**src/rtl/core/uer_pkg.sv**
```systemverilog
// ----------------------------------------------------------------------------
// uer_pkg - ultrasonic echo ranger shared definitions
// Action and status codes, timing constants and the registered item type
// passed from the input stage to the core.
// ----------------------------------------------------------------------------
package uer_pkg;

  // Field widths
  localparam int unsigned TimeW  = 26;
  localparam int unsigned TmoMsW = 16;
  localparam int unsigned CountW = 4;

  // Trigger pulse length in microsecond ticks (1 to 15)
  localparam logic [CountW-1:0] TrigUs = 4'd10;

  // Milliseconds to microseconds
  localparam logic [TimeW-1:0] MsToUs = 26'd1000;

  typedef enum logic [1:0] {
    ActTick  = 2'd0,
    ActStart = 2'd1,
    ActEcho  = 2'd2,
    ActPoll  = 2'd3
  } action_e;

  typedef enum logic [1:0] {
    StIdle  = 2'd0,
    StBusy  = 2'd1,
    StError = 2'd2
  } status_e;

  // Item held in the input register, timeout already scaled to microseconds
  typedef struct packed {
    action_e            action;
    logic [TimeW-1:0]   timeout_us;
    logic               echo_level;
  } item_t;

endpackage

```
**src/rtl/core/uer_if.sv**
```systemverilog
// ----------------------------------------------------------------------------
// uer_if - ranger channel interfaces
// Valid/ready channels for the input words and the result words.
// ----------------------------------------------------------------------------
interface uer_in_if;
  logic        valid;
  logic        ready;
  logic [1:0]  action;
  logic [15:0] tmo_ms;
  logic        echo_level;

  modport source (output valid, action, tmo_ms, echo_level, input ready);
  modport sink   (input valid, action, tmo_ms, echo_level, output ready);
endinterface

interface uer_out_if;
  logic        valid;
  logic        ready;
  logic        trigger_out;
  logic        available;
  logic [1:0]  status;
  logic [25:0] width_us;

  modport source (output valid, trigger_out, available, status, width_us, input ready);
  modport sink   (input valid, trigger_out, available, status, width_us, output ready);
endinterface

```
**src/rtl/core/uer_in_stage.sv**
```systemverilog
// ----------------------------------------------------------------------------
// uer_in_stage - input register
// Captures an input word and scales the timeout from ms to us on the way in.
// ----------------------------------------------------------------------------
module uer_in_stage (
  input  logic           clk_i,
  input  logic           rst_ni,
  uer_in_if.sink         in_i,
  input  logic           take_i,
  output logic           item_valid_o,
  output uer_pkg::item_t item_o
);
  import uer_pkg::*;

  logic  valid_q;
  item_t item_q;
  logic  load;

  // Register is free when empty or being drained this cycle
  assign in_i.ready = !valid_q || take_i;
  assign load       = in_i.valid && in_i.ready;

  always_ff @(posedge clk_i or negedge rst_ni) begin
    if (!rst_ni) begin
      valid_q <= 1'b0;
    end else if (in_i.ready) begin
      valid_q <= in_i.valid;
    end
  end

  // Payload, timeout scaled by 1000 (always fits in 26 bits)
  always_ff @(posedge clk_i) begin
    if (load) begin
      item_q.action     <= action_e'(in_i.action);
      item_q.timeout_us <= TimeW'(in_i.tmo_ms) * MsToUs;
      item_q.echo_level <= in_i.echo_level;
    end
  end

  assign item_valid_o = valid_q;
  assign item_o       = item_q;

endmodule

```
**src/rtl/core/uer_core.sv**
```systemverilog
// ----------------------------------------------------------------------------
// uer_core - measurement state and result register
// Applies one item to the ranger state and registers the result word.
// ----------------------------------------------------------------------------
module uer_core #(
  parameter logic [uer_pkg::CountW-1:0] TrigPulseUs = uer_pkg::TrigUs
) (
  input  logic           clk_i,
  input  logic           rst_ni,
  input  logic           item_valid_i,
  input  uer_pkg::item_t item_i,
  output logic           take_o,
  uer_out_if.source      out_o
);
  import uer_pkg::*;

  typedef enum logic [2:0] {
    MIdle   = 3'd0,
    MTrig   = 3'd1,
    MWStart = 3'd2,
    MWStop  = 3'd3,
    MError  = 3'd4
  } mode_e;

  mode_e             mode_q, mode_d;
  logic [TimeW-1:0]  now_q, now_d;
  logic [TimeW-1:0]  trig_q, trig_d;
  logic [TimeW-1:0]  echo_q, echo_d;
  logic [TimeW-1:0]  tmo_q, tmo_d;
  logic [TimeW-1:0]  meas_q, meas_d;
  logic [CountW-1:0] pulse_q, pulse_d;
  logic [TimeW-1:0]  elapsed;
  logic              pending;
  status_e           status;

  logic              out_valid_q;
  logic              trig_out_q;
  logic              avail_q;
  status_e           status_q;
  logic [TimeW-1:0]  width_q;

  // Advance when the result register is free or being read
  assign take_o = item_valid_i && (!out_valid_q || out_o.ready);

  // Next state for the item in the input register
  always_comb begin
    mode_d  = mode_q;
    now_d   = now_q;
    trig_d  = trig_q;
    echo_d  = echo_q;
    tmo_d   = tmo_q;
    meas_d  = meas_q;
    pulse_d = pulse_q;
    if (take_o) begin
      unique case (item_i.action)
        ActTick: begin
          now_d = now_q + TimeW'(1);
          if (mode_q == MTrig) begin
            pulse_d = pulse_q + CountW'(1);
            if (pulse_d >= TrigPulseUs) begin
              mode_d = MWStart;
            end
          end
        end
        ActStart: begin
          mode_d  = MTrig;
          trig_d  = now_q;
          tmo_d   = item_i.timeout_us;
          pulse_d = '0;
        end
        ActEcho: begin
          if (mode_q == MWStart) begin
            if (item_i.echo_level) begin
              echo_d = now_q;
              mode_d = MWStop;
            end else begin
              mode_d = MError;
            end
          end else if (mode_q == MWStop) begin
            if (!item_i.echo_level) begin
              meas_d = now_q - echo_q;
              mode_d = MIdle;
            end else begin
              mode_d = MError;
            end
          end
        end
        ActPoll: ;
        default: ;
      endcase
    end
    // Timeout while trigger or echo is pending, modulo 2^26 elapsed time
    elapsed = now_d - trig_d;
    if (take_o && (mode_d == MTrig || mode_d == MWStart || mode_d == MWStop) &&
        elapsed > tmo_d) begin
      mode_d = MError;
    end
  end

  assign pending = (mode_d == MTrig) || (mode_d == MWStart) || (mode_d == MWStop);

  // Status after the item; unused mode codes read as error
  always_comb begin
    if (mode_d == MIdle) begin
      status = StIdle;
    end else if (pending) begin
      status = StBusy;
    end else begin
      status = StError;
    end
  end

  // Control state
  always_ff @(posedge clk_i or negedge rst_ni) begin
    if (!rst_ni) begin
      mode_q      <= MIdle;
      now_q       <= '0;
      trig_q      <= '0;
      echo_q      <= '0;
      tmo_q       <= '0;
      meas_q      <= '0;
      pulse_q     <= '0;
      out_valid_q <= 1'b0;
    end else begin
      mode_q  <= mode_d;
      now_q   <= now_d;
      trig_q  <= trig_d;
      echo_q  <= echo_d;
      tmo_q   <= tmo_d;
      meas_q  <= meas_d;
      pulse_q <= pulse_d;
      if (take_o) begin
        out_valid_q <= 1'b1;
      end else if (out_o.ready) begin
        out_valid_q <= 1'b0;
      end
    end
  end

  // Result word
  always_ff @(posedge clk_i) begin
    if (take_o) begin
      trig_out_q <= (mode_d == MTrig);
      avail_q    <= (status != StBusy);
      status_q   <= status;
      width_q    <= (mode_d == MIdle) ? meas_d : '0;
    end
  end

  assign out_o.valid       = out_valid_q;
  assign out_o.trigger_out = trig_out_q;
  assign out_o.available   = avail_q;
  assign out_o.status      = status_q;
  assign out_o.width_us    = width_q;

`ifndef SYNTHESIS
  a_trig_busy: assert property (@(posedge clk_i) disable iff (!rst_ni)
    out_valid_q && trig_out_q |-> status_q == StBusy)
    else $error("trigger driven outside busy status");

  a_width_idle: assert property (@(posedge clk_i) disable iff (!rst_ni)
    out_valid_q && (width_q != '0) |-> status_q == StIdle)
    else $error("width reported while not idle");

  a_avail: assert property (@(posedge clk_i) disable iff (!rst_ni)
    out_valid_q |-> avail_q == (status_q != StBusy))
    else $error("available disagrees with status");

  a_pulse: assert property (@(posedge clk_i) disable iff (!rst_ni)
    mode_q == MTrig |-> pulse_q < TrigPulseUs)
    else $error("trigger pulse overran");

  a_take: assert property (@(posedge clk_i) disable iff (!rst_ni)
    take_o |=> out_valid_q)
    else $error("result word lost");
`endif

endmodule

```
**src/rtl/core/ultrasonic_echo_ranger.sv**
```systemverilog
// ----------------------------------------------------------------------------
// ultrasonic_echo_ranger - ultrasonic range sensor controller
//
//   channel  dir  word
//   in_i     in   action, tmo_ms, echo_level
//   out_o    out  trigger_out, available, status, width_us
//
// Each word waits in the input register; the state update runs between
// it and the result register, which registers its result.
// One word is accepted every cycle unless the result register stalls;
// the state update is a single pass.
// Reset leaves the ranger idle with a zero stored width.
// A stalled result register stops the input register; a new word is still
// taken in the cycle the waiting result is read.
// ----------------------------------------------------------------------------
module ultrasonic_echo_ranger #(
  parameter logic [uer_pkg::CountW-1:0] TrigPulseUs = uer_pkg::TrigUs
) (
  input  logic       clk_i,
  input  logic       rst_ni,
  uer_in_if.sink     in_i,
  uer_out_if.source  out_o
);
  import uer_pkg::*;

  logic  item_valid;
  item_t item;
  logic  take;

  uer_in_stage u_in_stage (
    .clk_i        (clk_i),
    .rst_ni       (rst_ni),
    .in_i         (in_i),
    .take_i       (take),
    .item_valid_o (item_valid),
    .item_o       (item)
  );

  uer_core #(
    .TrigPulseUs (TrigPulseUs)
  ) u_core (
    .clk_i        (clk_i),
    .rst_ni       (rst_ni),
    .item_valid_i (item_valid),
    .item_i       (item),
    .take_o       (take),
    .out_o        (out_o)
  );

endmodule

```
**src/flat_wrapper.sv**
```systemverilog
// flat-port wrapper written by rule: the top's interface ports become plain ports
module ultrasonic_echo_ranger_flat import uer_pkg::*;
#(
  parameter logic [uer_pkg::CountW-1:0] TrigPulseUs = uer_pkg::TrigUs
)
  (clk_i, rst_ni, in_i_valid, in_i_action, in_i_tmo_ms, in_i_echo_level, in_i_ready, out_o_valid, out_o_trigger_out, out_o_available, out_o_status, out_o_width_us, out_o_ready);
  uer_in_if in_i_i ();
  uer_out_if out_o_i ();
  input  logic clk_i;
  input  logic rst_ni;
  input wire logic [$bits(in_i_i.valid)-1:0] in_i_valid;
  input wire logic [$bits(in_i_i.action)-1:0] in_i_action;
  input wire logic [$bits(in_i_i.tmo_ms)-1:0] in_i_tmo_ms;
  input wire logic [$bits(in_i_i.echo_level)-1:0] in_i_echo_level;
  output wire logic [$bits(in_i_i.ready)-1:0] in_i_ready;
  output wire logic [$bits(out_o_i.valid)-1:0] out_o_valid;
  output wire logic [$bits(out_o_i.trigger_out)-1:0] out_o_trigger_out;
  output wire logic [$bits(out_o_i.available)-1:0] out_o_available;
  output wire logic [$bits(out_o_i.status)-1:0] out_o_status;
  output wire logic [$bits(out_o_i.width_us)-1:0] out_o_width_us;
  input wire logic [$bits(out_o_i.ready)-1:0] out_o_ready;
  assign in_i_i.valid = in_i_valid;
  assign in_i_i.action = in_i_action;
  assign in_i_i.tmo_ms = in_i_tmo_ms;
  assign in_i_i.echo_level = in_i_echo_level;
  assign in_i_ready = in_i_i.ready;
  assign out_o_valid = out_o_i.valid;
  assign out_o_trigger_out = out_o_i.trigger_out;
  assign out_o_available = out_o_i.available;
  assign out_o_status = out_o_i.status;
  assign out_o_width_us = out_o_i.width_us;
  assign out_o_i.ready = out_o_ready;
  ultrasonic_echo_ranger #(.TrigPulseUs(TrigPulseUs)) u_core (.clk_i(clk_i), .rst_ni(rst_ni), .in_i(in_i_i), .out_o(out_o_i));
endmodule
```
**config.mk**
```make
export PLATFORM = sky130hd
export DESIGN_NAME = ultrasonic_echo_ranger_flat
export DESIGN_NICKNAME = d
export VERILOG_FILES = /design/src/rtl/core/uer_pkg.sv /design/src/rtl/core/uer_if.sv /design/src/rtl/core/uer_in_stage.sv /design/src/rtl/core/uer_core.sv /design/src/rtl/core/ultrasonic_echo_ranger.sv /design/src/flat_wrapper.sv
export SDC_FILE = /design/constraint.sdc
export NUM_CORES = 1
export LEC_CHECK = 0
export BUFFER_PORTS_ARGS = -buffer_cell sky130_fd_sc_hd__buf_2
export CAP_MARGIN = 5
export CORE_ASPECT_RATIO = 0.5
export CORE_MARGIN = 3
export CORE_UTILIZATION = 45
export DETAILED_ROUTE_END_ITERATION = 16
export GPL_ROUTABILITY_DRIVEN = 0
export PLACE_DENSITY_LB_ADDON = 0.08
export SETUP_SLACK_MARGIN = 0.5
export SYNTH_ARGS = -nofsm -noshare
export SYNTH_HDL_FRONTEND = slang
export SYNTH_HIERARCHICAL = 1
export SYNTH_SLANG_ARGS = --single-unit
```
**constraint.sdc**
```tcl
create_clock -name clk_i -period 15.8 [get_ports clk_i]
set_input_delay 3.95 -clock clk_i [delete_from_list [all_inputs] [get_ports clk_i]]
set_output_delay 3.95 -clock clk_i [all_outputs]
set_load 0.005 [all_outputs]
```
* Word level (Yosys, flattened, before mapping)
Index checks and enable logic that the tools add are counted.
** Storage, ports and cells
- Register bits :: 195
- Input bits :: 23
- Output and inout port bits :: 32
- Logic and storage cells :: 80
** Operators by class
- $add $sub $neg :: 4
- Multiply operators :: 1
- Magnitude comparators :: 2
- Equality and inequality tests :: 13
- Multiplexer cells :: 26
- Reductions and logical operators :: 18
** Operators by type and width (number)
- 26-bit 2-to-1 mux :: 11
- 26-bit subtractor :: 2
- 26-bit by 1-bit adder with 26-bit output (second input constant) :: 1
- 26-bit greater-than comparator :: 1
- 3-bit 2-to-1 mux :: 8
- 16-bit by 7-bit multiplier with 23-bit output (second input constant) :: 1
- 3-bit by 2-bit equality test with 1-bit output (second input constant) :: 6
- 3-bit by 1-bit equality test with 1-bit output (second input constant) :: 3
- 3-bit one-hot mux with 3 select lines :: 1
- 4-bit one-hot mux with 2 select lines :: 1
- 1-bit logical OR :: 6
- 4-bit by 1-bit adder with 4-bit output (second input constant) :: 1
- 4-bit greater-or-equal comparator (second input constant) :: 1
- 1-bit logical AND :: 4
- 2-bit 2-to-1 mux :: 2
- 4-bit 2-to-1 mux :: 1
- 4-bit AND reduction :: 1
- 2-bit nonzero test :: 2
- 3-bit logical NOT :: 1
- 3-bit AND reduction :: 1
- 2-bit by 1-bit equality test with 1-bit output (second input constant) :: 1
- 2-bit equality test (second input constant) :: 1
- 1-bit logical NOT :: 2
- 2-bit logical NOT :: 1
- 3 further kinds :: 4

* Logic depth before layout (Yosys ltp)
Gate-level depths: netlist of the first run.
- Depth after elaboration :: 18
- Mapped depth :: 27
- Mapped depth without buffers :: 26

* Hierarchy
Netlist of the first run, hierarchy kept.
** Modules (own cells, without submodules)
- uer_core :: instances 1, cells an instance 1003, area each 10068.4 µm², seq. area each 4354.2 µm²
- uer_in_stage :: instances 1, cells an instance 334, area each 3627.2 µm², seq. area each 805.8 µm²

* Worst setup path before layout of the first run
Ideal clock, no wire load.
- Kind :: input to register
- Start point :: input port out_o_ready
- End point :: register u_core.u_core.status_q[0] (netlist: u_core/u_core/out_o.status[0]), data pin
- Setup time :: 0.255 ns
- Arrival time :: 9.001 ns
- Data required time :: 15.545 ns
- Setup slack :: 6.545 ns
- Stages :: 25
- Buffers on the path :: 1
- Cell sequence :: nand2b_1 -> nand2_2 -> inv_2 -> nand2_1 -> clkbuf_1 -> o21ai_0 -> ha_1 -> inv_1 -> fa_1 -> a211oi_1 -> o21ai_1 -> a221oi_2 -> a21oi_1 -> o21a_1 -> o21a_1 -> nor2_1 -> xnor2_1 -> ha_1 -> nand3_1 -> or4_1 -> nor3_1 -> o31a_1 -> o31a_2 -> nor2_1 -> and2_1
** Between the ends
- Elaborated cells between the ends (all ways) :: 24
- Those cells by class :: 1 x add/sub; 1 x order compare; 6 x eq/ne; 7 x mux; 9 x reduce/logical
** RTL lines
- from (decl) :: line flat_wrapper.sv:21 : input wire logic [$bits(out_o_i.ready)-1:0] out_o_ready;
- 1-bit logical OR (*) :: line uer_core.sv:43 : assign take_o = item_valid_i && (!out_valid_q || out_o.ready);
- 1-bit logical AND (*) :: line uer_core.sv:43
- net u_core.take :: line ultrasonic_echo_ranger.sv:28 : logic take;
- 26-bit 2-to-1 mux (*) :: line uer_core.sv:54 : if (take_o) begin
- net u_core.u_core.trig_d[0] :: line uer_core.sv:27 : logic [TimeW-1:0] trig_q, trig_d;
- 26-bit subtractor (*) :: line uer_core.sv:93 : elapsed = now_d - trig_d;
- 26-bit greater-than comparator (*) :: line uer_core.sv:95 : elapsed > tmo_d) begin
- 1-bit logical AND (*) :: line uer_core.sv:94 : if (take_o && (mode_d == MTrig || mode_d == MWStart || mode_d == MWStop) &&
- 3-bit 2-to-1 mux (*) :: line uer_core.sv:94
- 3-bit by 1-bit equality test with 1-bit output / 3-bit by 2-bit equality test with 1-bit output (equally long branches) :: line uer_core.sv:100 : assign pending = (mode_d == MTrig) || (mode_d == MWStart) || (mode_d == MWStop);
- 1-bit logical OR (2 in a row) :: line uer_core.sv:100
- 2-bit 2-to-1 mux :: line uer_core.sv:106 : end else if (pending) begin
- 2-bit 2-to-1 mux (*) :: line uer_core.sv:104 : if (mode_d == MIdle) begin
- net u_core.u_core.status[0] :: line uer_core.sv:34 : status_e status;
- to (signal assigned) :: line uer_core.sv:145 : status_q <= status;
- to (decl) :: line uer_core.sv:39 : status_e status_q;
The timed path passes the listed nets; every way through them passes the cells marked *.
A chain may end at the register's enable or synchronous reset.

* Worst setup path after layout of the first run
Ends and elaborated chain as after synthesis.

==> flow_summary.json, run 1 <==
{
  "fp.dieW_um": 252.7,
  "setup_ws_ns": 6.077,
  "diodes": 0,
  "drive_gt1_share_pct": 11.65,
  "critPathCaptureType": "flip-flop",
  "ys_types": 78,
  "antenna_found_initial": 0,
  "start_util_pct": 46.50,
  "layout.cells.non_filler": 1781,
  "cts_tree": "done",
  "ant_nets": 0,
  "crit_required_ns": 15.99,
  "synth_ff_type": "dfrtp_1",
  "synthToLayoutAreaGrowth_pct": 8.724,
  "grt_use_total_pct": 17.34,
  "period_minus_slack_ns": 9.723,
  "port_buffers": 54,
  "postCtsHoldBufs": 0,
  "cts_resized": 0,
  "p_leak_nw": 7.359,
  "via_per_inst": 5.182,
  "cp.arrival_ns": 9.92,
  "die_area_sq_um": 32690,
  "finalWirelength_um": 26530,
  "fp.dieH_um": 129.4,
  "async_flop_share_pct": 71.28,
  "path_class": "in2reg",
  "syn_inst": 1337,
  "syn_area_sq_um": 13700,
  "worstPathMaxFanout": 55,
  "grt_overflow": 0,
  "htreeDepth": 4,
  "post_cts_buffers": 0,
  "clkSinkCount": 195,
  "setup_tns_ns": 0,
  "ys_seq_area_share_pct": 37.68,
  "root_buffer": "clkbuf_16",
  "final_common_cell": "inv_1",
  "ys_top_cells_by_area": "dfrtp_1 25%, edfxtp_1 12%, ha_1 12%",
  "slew_headroom_pct": 21.22,
  "timing.final.crit_share_pct": 61.54,
  "path_clk_slew_ns": 0.08,
  "fmax_mhz": 102.9,
  "critPathLaunchType": "input port",
  "insertion_delay_ns": 0.44,
  "p_per_area_nw_per_um2": 170.1,
  "final_cell_mix": "171 x inv_1, 139 x dfrtp_1, 133 x ha_1",
  "hold_class": "reg2reg",
  "dp_slack_ns": 5.589,
  "avgRoutedWirePerCell_um": 14.90,
  "yosysTopAreaCell": "dfrtp_1",
  "grt_pass1_vias": 9199,
  "synth.ff_latch_count": 195,
  "setup_viol_count_final": 0,
  "drv_slew": 0,
  "drv_cap": 0,
  "io_pins": 55,
  "worst_pin_slew_ns": 1.182,
  "synth_top_area_share_pct": 25.40,
  "fp-row-count": 44,
  "num-nets-final": 1589,
  "hpwl_um": 20760,
  "rsz0062_at_grt": "no",
  "syn_area_per_cell_sq_um": 10.24,
  "status": "finished clean",
  "peakVddDrop_v": 0.00008440,
  "hold_viol": 0,
  "core-area_sq_um": 29450,
  "numCtsBuffers": 17,
  "num_vias": 9229,
  "grt_max_degree": 82,
  "route.detailed.drc": 0,
  "placed_cells": 1749,
  "fin_skew_ns": 0.009279,
  "grt_pass1_wl_um": 46130,
  "synth-edff-count": 56,
  "detail_route.iter0.violations": 561,
  "cts.path.max_buffers": 2,
  "ys.warnings.count": 6,
  "drt_pass1_iterations": 5
}
## power breakdown
part           switching, W  total, W  internal [W]  leakage (nW)
clock network      0.000200  0.000420      0.000220         0.261
registers         0.0000359  0.000668      0.000632          2.40
logic              0.000800   0.00144      0.000645          4.70
total               0.00104   0.00253       0.00150          7.36
## critical path: stages
cell,delay (ns)
buf_2,0.09
nand2b_1,0.17
nand2_2,0.15
inv_2,0.30
nand2_2,0.15
buf_4,0.66
nand2_1,0.09
o21ai_0,0.13
ha_1,0.22
inv_1,0.06
fa_1,0.42
a211oi_1,0.30
o21ai_1,0.16
a221oi_2,0.33
a21oi_1,0.16
nor2_1,0.12
o21a_1,0.21
o21ai_1,0.10
xor2_1,0.15
ha_1,0.30
nand3_1,0.10
or4_1,0.53
nor3_1,0.31
o31a_1,0.19
o31a_2,0.24
nor2_1,0.09
and2_1,0.16
## worst paths after layout
| check | from | end | slack, ns | depth (start not counted) |
|---|---|---|---|---|
| max in group asynchronous | rst_ni | u_core/u_core/trig_q[8]$_DFF_PN0_ | 11.00 | 2 |
| worst min register to register | u_core/u_core/meas_q[4]$_DFF_PN0_ | u_core/u_core/meas_q[4]$_DFF_PN0_ | 0.47 | 2 |
| min in group asynchronous | rst_ni | u_core/u_core/meas_q[23]$_DFF_PN0_ | 3.55 | 1 |
| worst max-delay path | out_o_ready | u_core/u_core/out_o.status[0]$_DFFE_PN_ | 6.08 | 27 |
| worst max register to register | u_core/u_core/out_o.valid$_DFFE_PN0P_ | u_core/u_core/out_o.status[0]$_DFFE_PN_ | 9.34 | 25 |
| worst min-delay path | u_core/u_core/meas_q[4]$_DFF_PN0_ | u_core/u_core/meas_q[4]$_DFF_PN0_ | 0.47 | 2 |
## layer usage
| layer | share of wire [%] | routed length [um] | track usage (%) | vias to the layer above |
|---|---|---|---|---|
| met5 | 0 | 0 | 0 | - |
| met4 | 0.93 | 248 | 4.162 | 0 |
| met3 | 3.6 | 954 | 2.587 | 17 |
| met2 | 42 | 11220 | 26.82 | 111 |
| met1 | 53 | 14110 | 25.77 | 4394 |
| li1 | - | - | - | 4707 |
## cell usage after synthesis, types with 4 or more instances
cell type    n
fa_1        56
o21ai_1     22
inv_1      171
nor3b_1      4
clkbuf_1    23
o31ai_1      6
buf_2       12
a21oi_1     71
nand2_1    101
nand3_1     34
edfxtp_1    56
nand2b_1    12
o2111ai_1    4
nand4_1     19
nor2b_1     26
and2_1       5
o21ai_0     44
nor2_1      50
o21a_1      15
dfrtp_1    139
o211ai_1     7
a31oi_1      9
a21oi_2      5
xor2_1      30
and3_1      13
mux2i_1     36
a21o_1      26
ha_1       133
nor3_1      17
and4_1       4
a211oi_1    11
or3_1        4
o21bai_1     8
xnor2_1     59
mux2_2      41
## final cells by class
class	instances	area, sq um
fillers	2705	14560
multi-input cells	932	7724
flip-flops and latches	195	5160
inverters	173	649.4
well taps	391	489.2
clock buffers	18	429.2
repair buffers	58	306.5
clock inverters	14	132.6
## registers in the layout, indices dropped and copies added, names as in the netlist
signal	count
u_core/u_core/echo_q	26
u_core/u_core/meas_q	26
u_core/u_core/now_q	26
u_core/u_core/out_o.width_us	26
u_core/u_core/tmo_q	26
u_core/u_core/trig_q	26
u_core/u_in_stage/item_o	26
u_core/u_core/pulse_q	4
u_core/u_core/mode_q	3
u_core/u_core/out_o.status	2
u_core/u_core/out_o.available	1
u_core/u_core/out_o.trigger_out	1
u_core/u_core/out_o.valid	1
u_core/u_in_stage/item_valid_o	1
## logic make-up after synthesis
family,synth area share (%)
compound gates,12.75
xor+xnor,5.692
simple gates,11.51
buf+inv,6.002
flops,37.68
fa+ha+maj,20.34
other cells,0.02738
mux,6.002
## stage by stage
stage | util [%] | instance area [sq um] | hold slack [ns] | total power (W)
6_report | 50.56 | 14890 | 0.4666 | 0.002532
3_3_place_gp | 48.65 | 14330 | 0.4435 | 0.002090
5_1_grt | 50.56 | 14890 | 0.4919 | 0.002796
3_5_place_dp | 48.65 | 14330 | 0.4510 | 0.002125
4_1_cts | 50.56 | 14890 | 0.4684 | 0.002557
2_1_floorplan | - | 13700 | 0.4272 | 0.001821
Note: power is estimated with default switching activity, not from simulation.
==> run 2, diff against run 1 <==
Clock period 15.8 ns to 8.7 ns, I/O delays scaled along.
==> flow_summary.json, run 2 (synthesis gave the netlist of run 1 again) <==
{
  "cp.arrival_ns": 7.60,
  "min_to": "u_core/u_core/meas_q[10]$_DFF_PN0_",
  "clkSinkCount": 195,
  "drt_pass1_iterations": 6,
  "diodes": 0,
  "clkPwrFrac_pct": 17.4,
  "netSwitchingPower_w": 0.001863,
  "setup_ws_ns": 1.297,
  "reg2regPathDepth": 24,
  "ant_nets": 0,
  "drv_cap": 0,
  "status": "finished clean",
  "via_per_inst": 5.180,
  "post_cts_buffers": 0,
  "cts_resized": 0,
  "path_clk_slew_ns": 0.07,
  "avgRoutedWirePerCell_um": 15.29,
  "grt_pass1_wl_um": 47440,
  "hold_viol": 0,
  "final_common_cell": "inv_1",
  "seq_power_share_pct": 26.2,
  "slew_headroom_pct": 21.02,
  "cts.path.max_buffers": 2,
  "dp_slack_ns": 0.8305,
  "p_sw_share_pct": 40.00,
  "path_class": "in2reg",
  "r2r-start": "u_core/u_core/out_o.valid$_DFFE_PN0P_",
  "p_comb_share_pct": 56.4,
  "drive_gt1_share_pct": 11.50,
  "insertion_delay_ns": 0.43,
  "hpwl_um": 21370,
  "fp.dieH_um": 129.4,
  "setup_tns_ns": 0,
  "setup_viol_count_final": 0,
  "fin_skew_ns": 0.007743,
  "dpl_cell_area_sq_um": 14340,
  "min_path_cells": 2,
  "core-area_sq_um": 29450,
  "rsz0062_at_grt": "no",
  "p_leak_nw": 7.403,
  "critPathCaptureType": "flip-flop",
  "grt_use_total_pct": 17.88,
  "worstPathMaxFanout": 10,
  "crit_required_ns": 8.89,
  "critPathLaunchType": "input port",
  "peakVddDrop_v": 0.0001403,
  "layout.area.seq_sq_um": 5160,
  "detail_route.iter0.violations": 529,
  "finalWirelength_um": 27240,
  "min_from": "u_core/u_core/meas_q[10]$_DFF_PN0_",
  "fp-row-count": 44,
  "layout.cells.non_filler": 1782,
  "cts_tree": "done",
  "start_util_pct": 46.50,
  "synthToLayoutAreaGrowth_pct": 9.072,
  "total_power_w": 0.004657,
  "p_per_area_nw_per_um2": 311.7,
  "fp.dieW_um": 252.7,
  "worst-r2r-setup-slack_ns": 2.76,
  "placed_cells": 1751,
  "num_vias": 9231,
  "reg2reg_to": "u_core/u_core/out_o.status[0]$_DFFE_PN_",
  "worst_pin_slew_ns": 1.185,
  "postLayoutCellArea_sq_um": 14940,
  "fmax_mhz": 135.1,
  "port_buffers": 54,
  "htreeDepth": 4,
  "die_area_sq_um": 32690,
  "hold_class": "reg2reg",
  "route.detailed.drc": 0,
  "timing.final.crit_share_pct": 85.10,
  "grt_pass1_vias": 9400,
  "drv_slew": 0,
  "io_pins": 55,
  "period_minus_slack_ns": 7.403,
  "final_cell_mix": "171 x inv_1, 139 x dfrtp_1, 133 x ha_1",
  "antenna_found_initial": 0,
  "grt_max_degree": 73,
  "root_buffer": "clkbuf_16",
  "grt_overflow": 0,
  "multi_input_area_sq_um": 7724,
  "fillCellCount": 2715,
  "internal_power_w": 0.002794,
  "num-nets-final": 1591,
  "numCtsBuffers": 17,
  "postCtsHoldBufs": 0
}
-- run 2: how the worst max path moves through the flow --
stage,from,to,cells after the start
floorplan,out_o_ready,u_core/u_core/out_o.status[0]$_DFFE_PN_,25
global placement,out_o_ready,u_core/u_core/out_o.status[0]$_DFFE_PN_,26
detailed placement,out_o_ready,u_core/u_core/out_o.status[0]$_DFFE_PN_,25
CTS,out_o_ready,u_core/u_core/out_o.status[0]$_DFFE_PN_,25
global route,out_o_ready,u_core/u_core/out_o.trigger_out$_DFFE_PN_,24
finish,out_o_ready,u_core/u_core/out_o.status[0]$_DFFE_PN_,25
-- run 2: critical path, cell delays in order --
cell and delay, ns:
buf_2 0.07, nand2b_1 0.15, nand2_2 0.15, nor3_4 0.35
and4_1 0.38, nand3_1 0.15, or2_1 0.28, xnor2_1 0.20
ha_1 0.32, nand2_1 0.14, nor2_1 0.06, and3_1 0.21
nor4_4 0.32, a211oi_2 0.17, o211ai_2 0.27, o21ai_1 0.12
xnor2_1 0.15, ha_1 0.30, nand3_1 0.10, or4_1 0.53
nor3_1 0.29, o31a_1 0.19, o31a_2 0.24, nor2_1 0.09
and2_1 0.17
-- run 2: power groups by stage --
stage / combinational [W] / clock (W) / sequential, W
after floorplan: 0.00209 / 0 / 0.00121
after global placement: 0.00258 / 0 / 0.00124
after detailed placement: 0.00264 / 0 / 0.00124
after CTS: 0.00266 / 0.000833 / 0.00122
after global routing: 0.00303 / 0.000873 / 0.00124
final: 0.00263 / 0.000808 / 0.00122
-- run 2: layout make-up --
type                    instances  share of cell area [%]
multi-input cells             932                   51.70
flip-flops and latches        195                   34.54
inverters                     173                   4.347
well taps                     391                   3.275
clock buffers                  18                   2.873
repair buffers                 60                   2.153
clock inverters                13                   1.106
-- run 2: per-stage QoR --
step	hold WS (ns)	util, %
2_1_floorplan	0.4272	-
4_1_cts	0.4659	50.72
3_3_place_gp	0.4441	48.70
3_5_place_dp	0.4506	48.70
6_report	0.4663	50.72
5_1_grt	0.4917	50.72
-- run 2: layer usage --
layer | wire length (um) | up-vias | track usage (%) | share of wire, %
li1 | - | 4685 | - | -
met1 | 15160 | 4435 | 27.17 | 56
met2 | 11220 | 90 | 26.98 | 41
met3 | 583 | 21 | 2.808 | 2.1
met4 | 272 | 0 | 3.926 | 1.0
met5 | 0 | - | 0 | 0
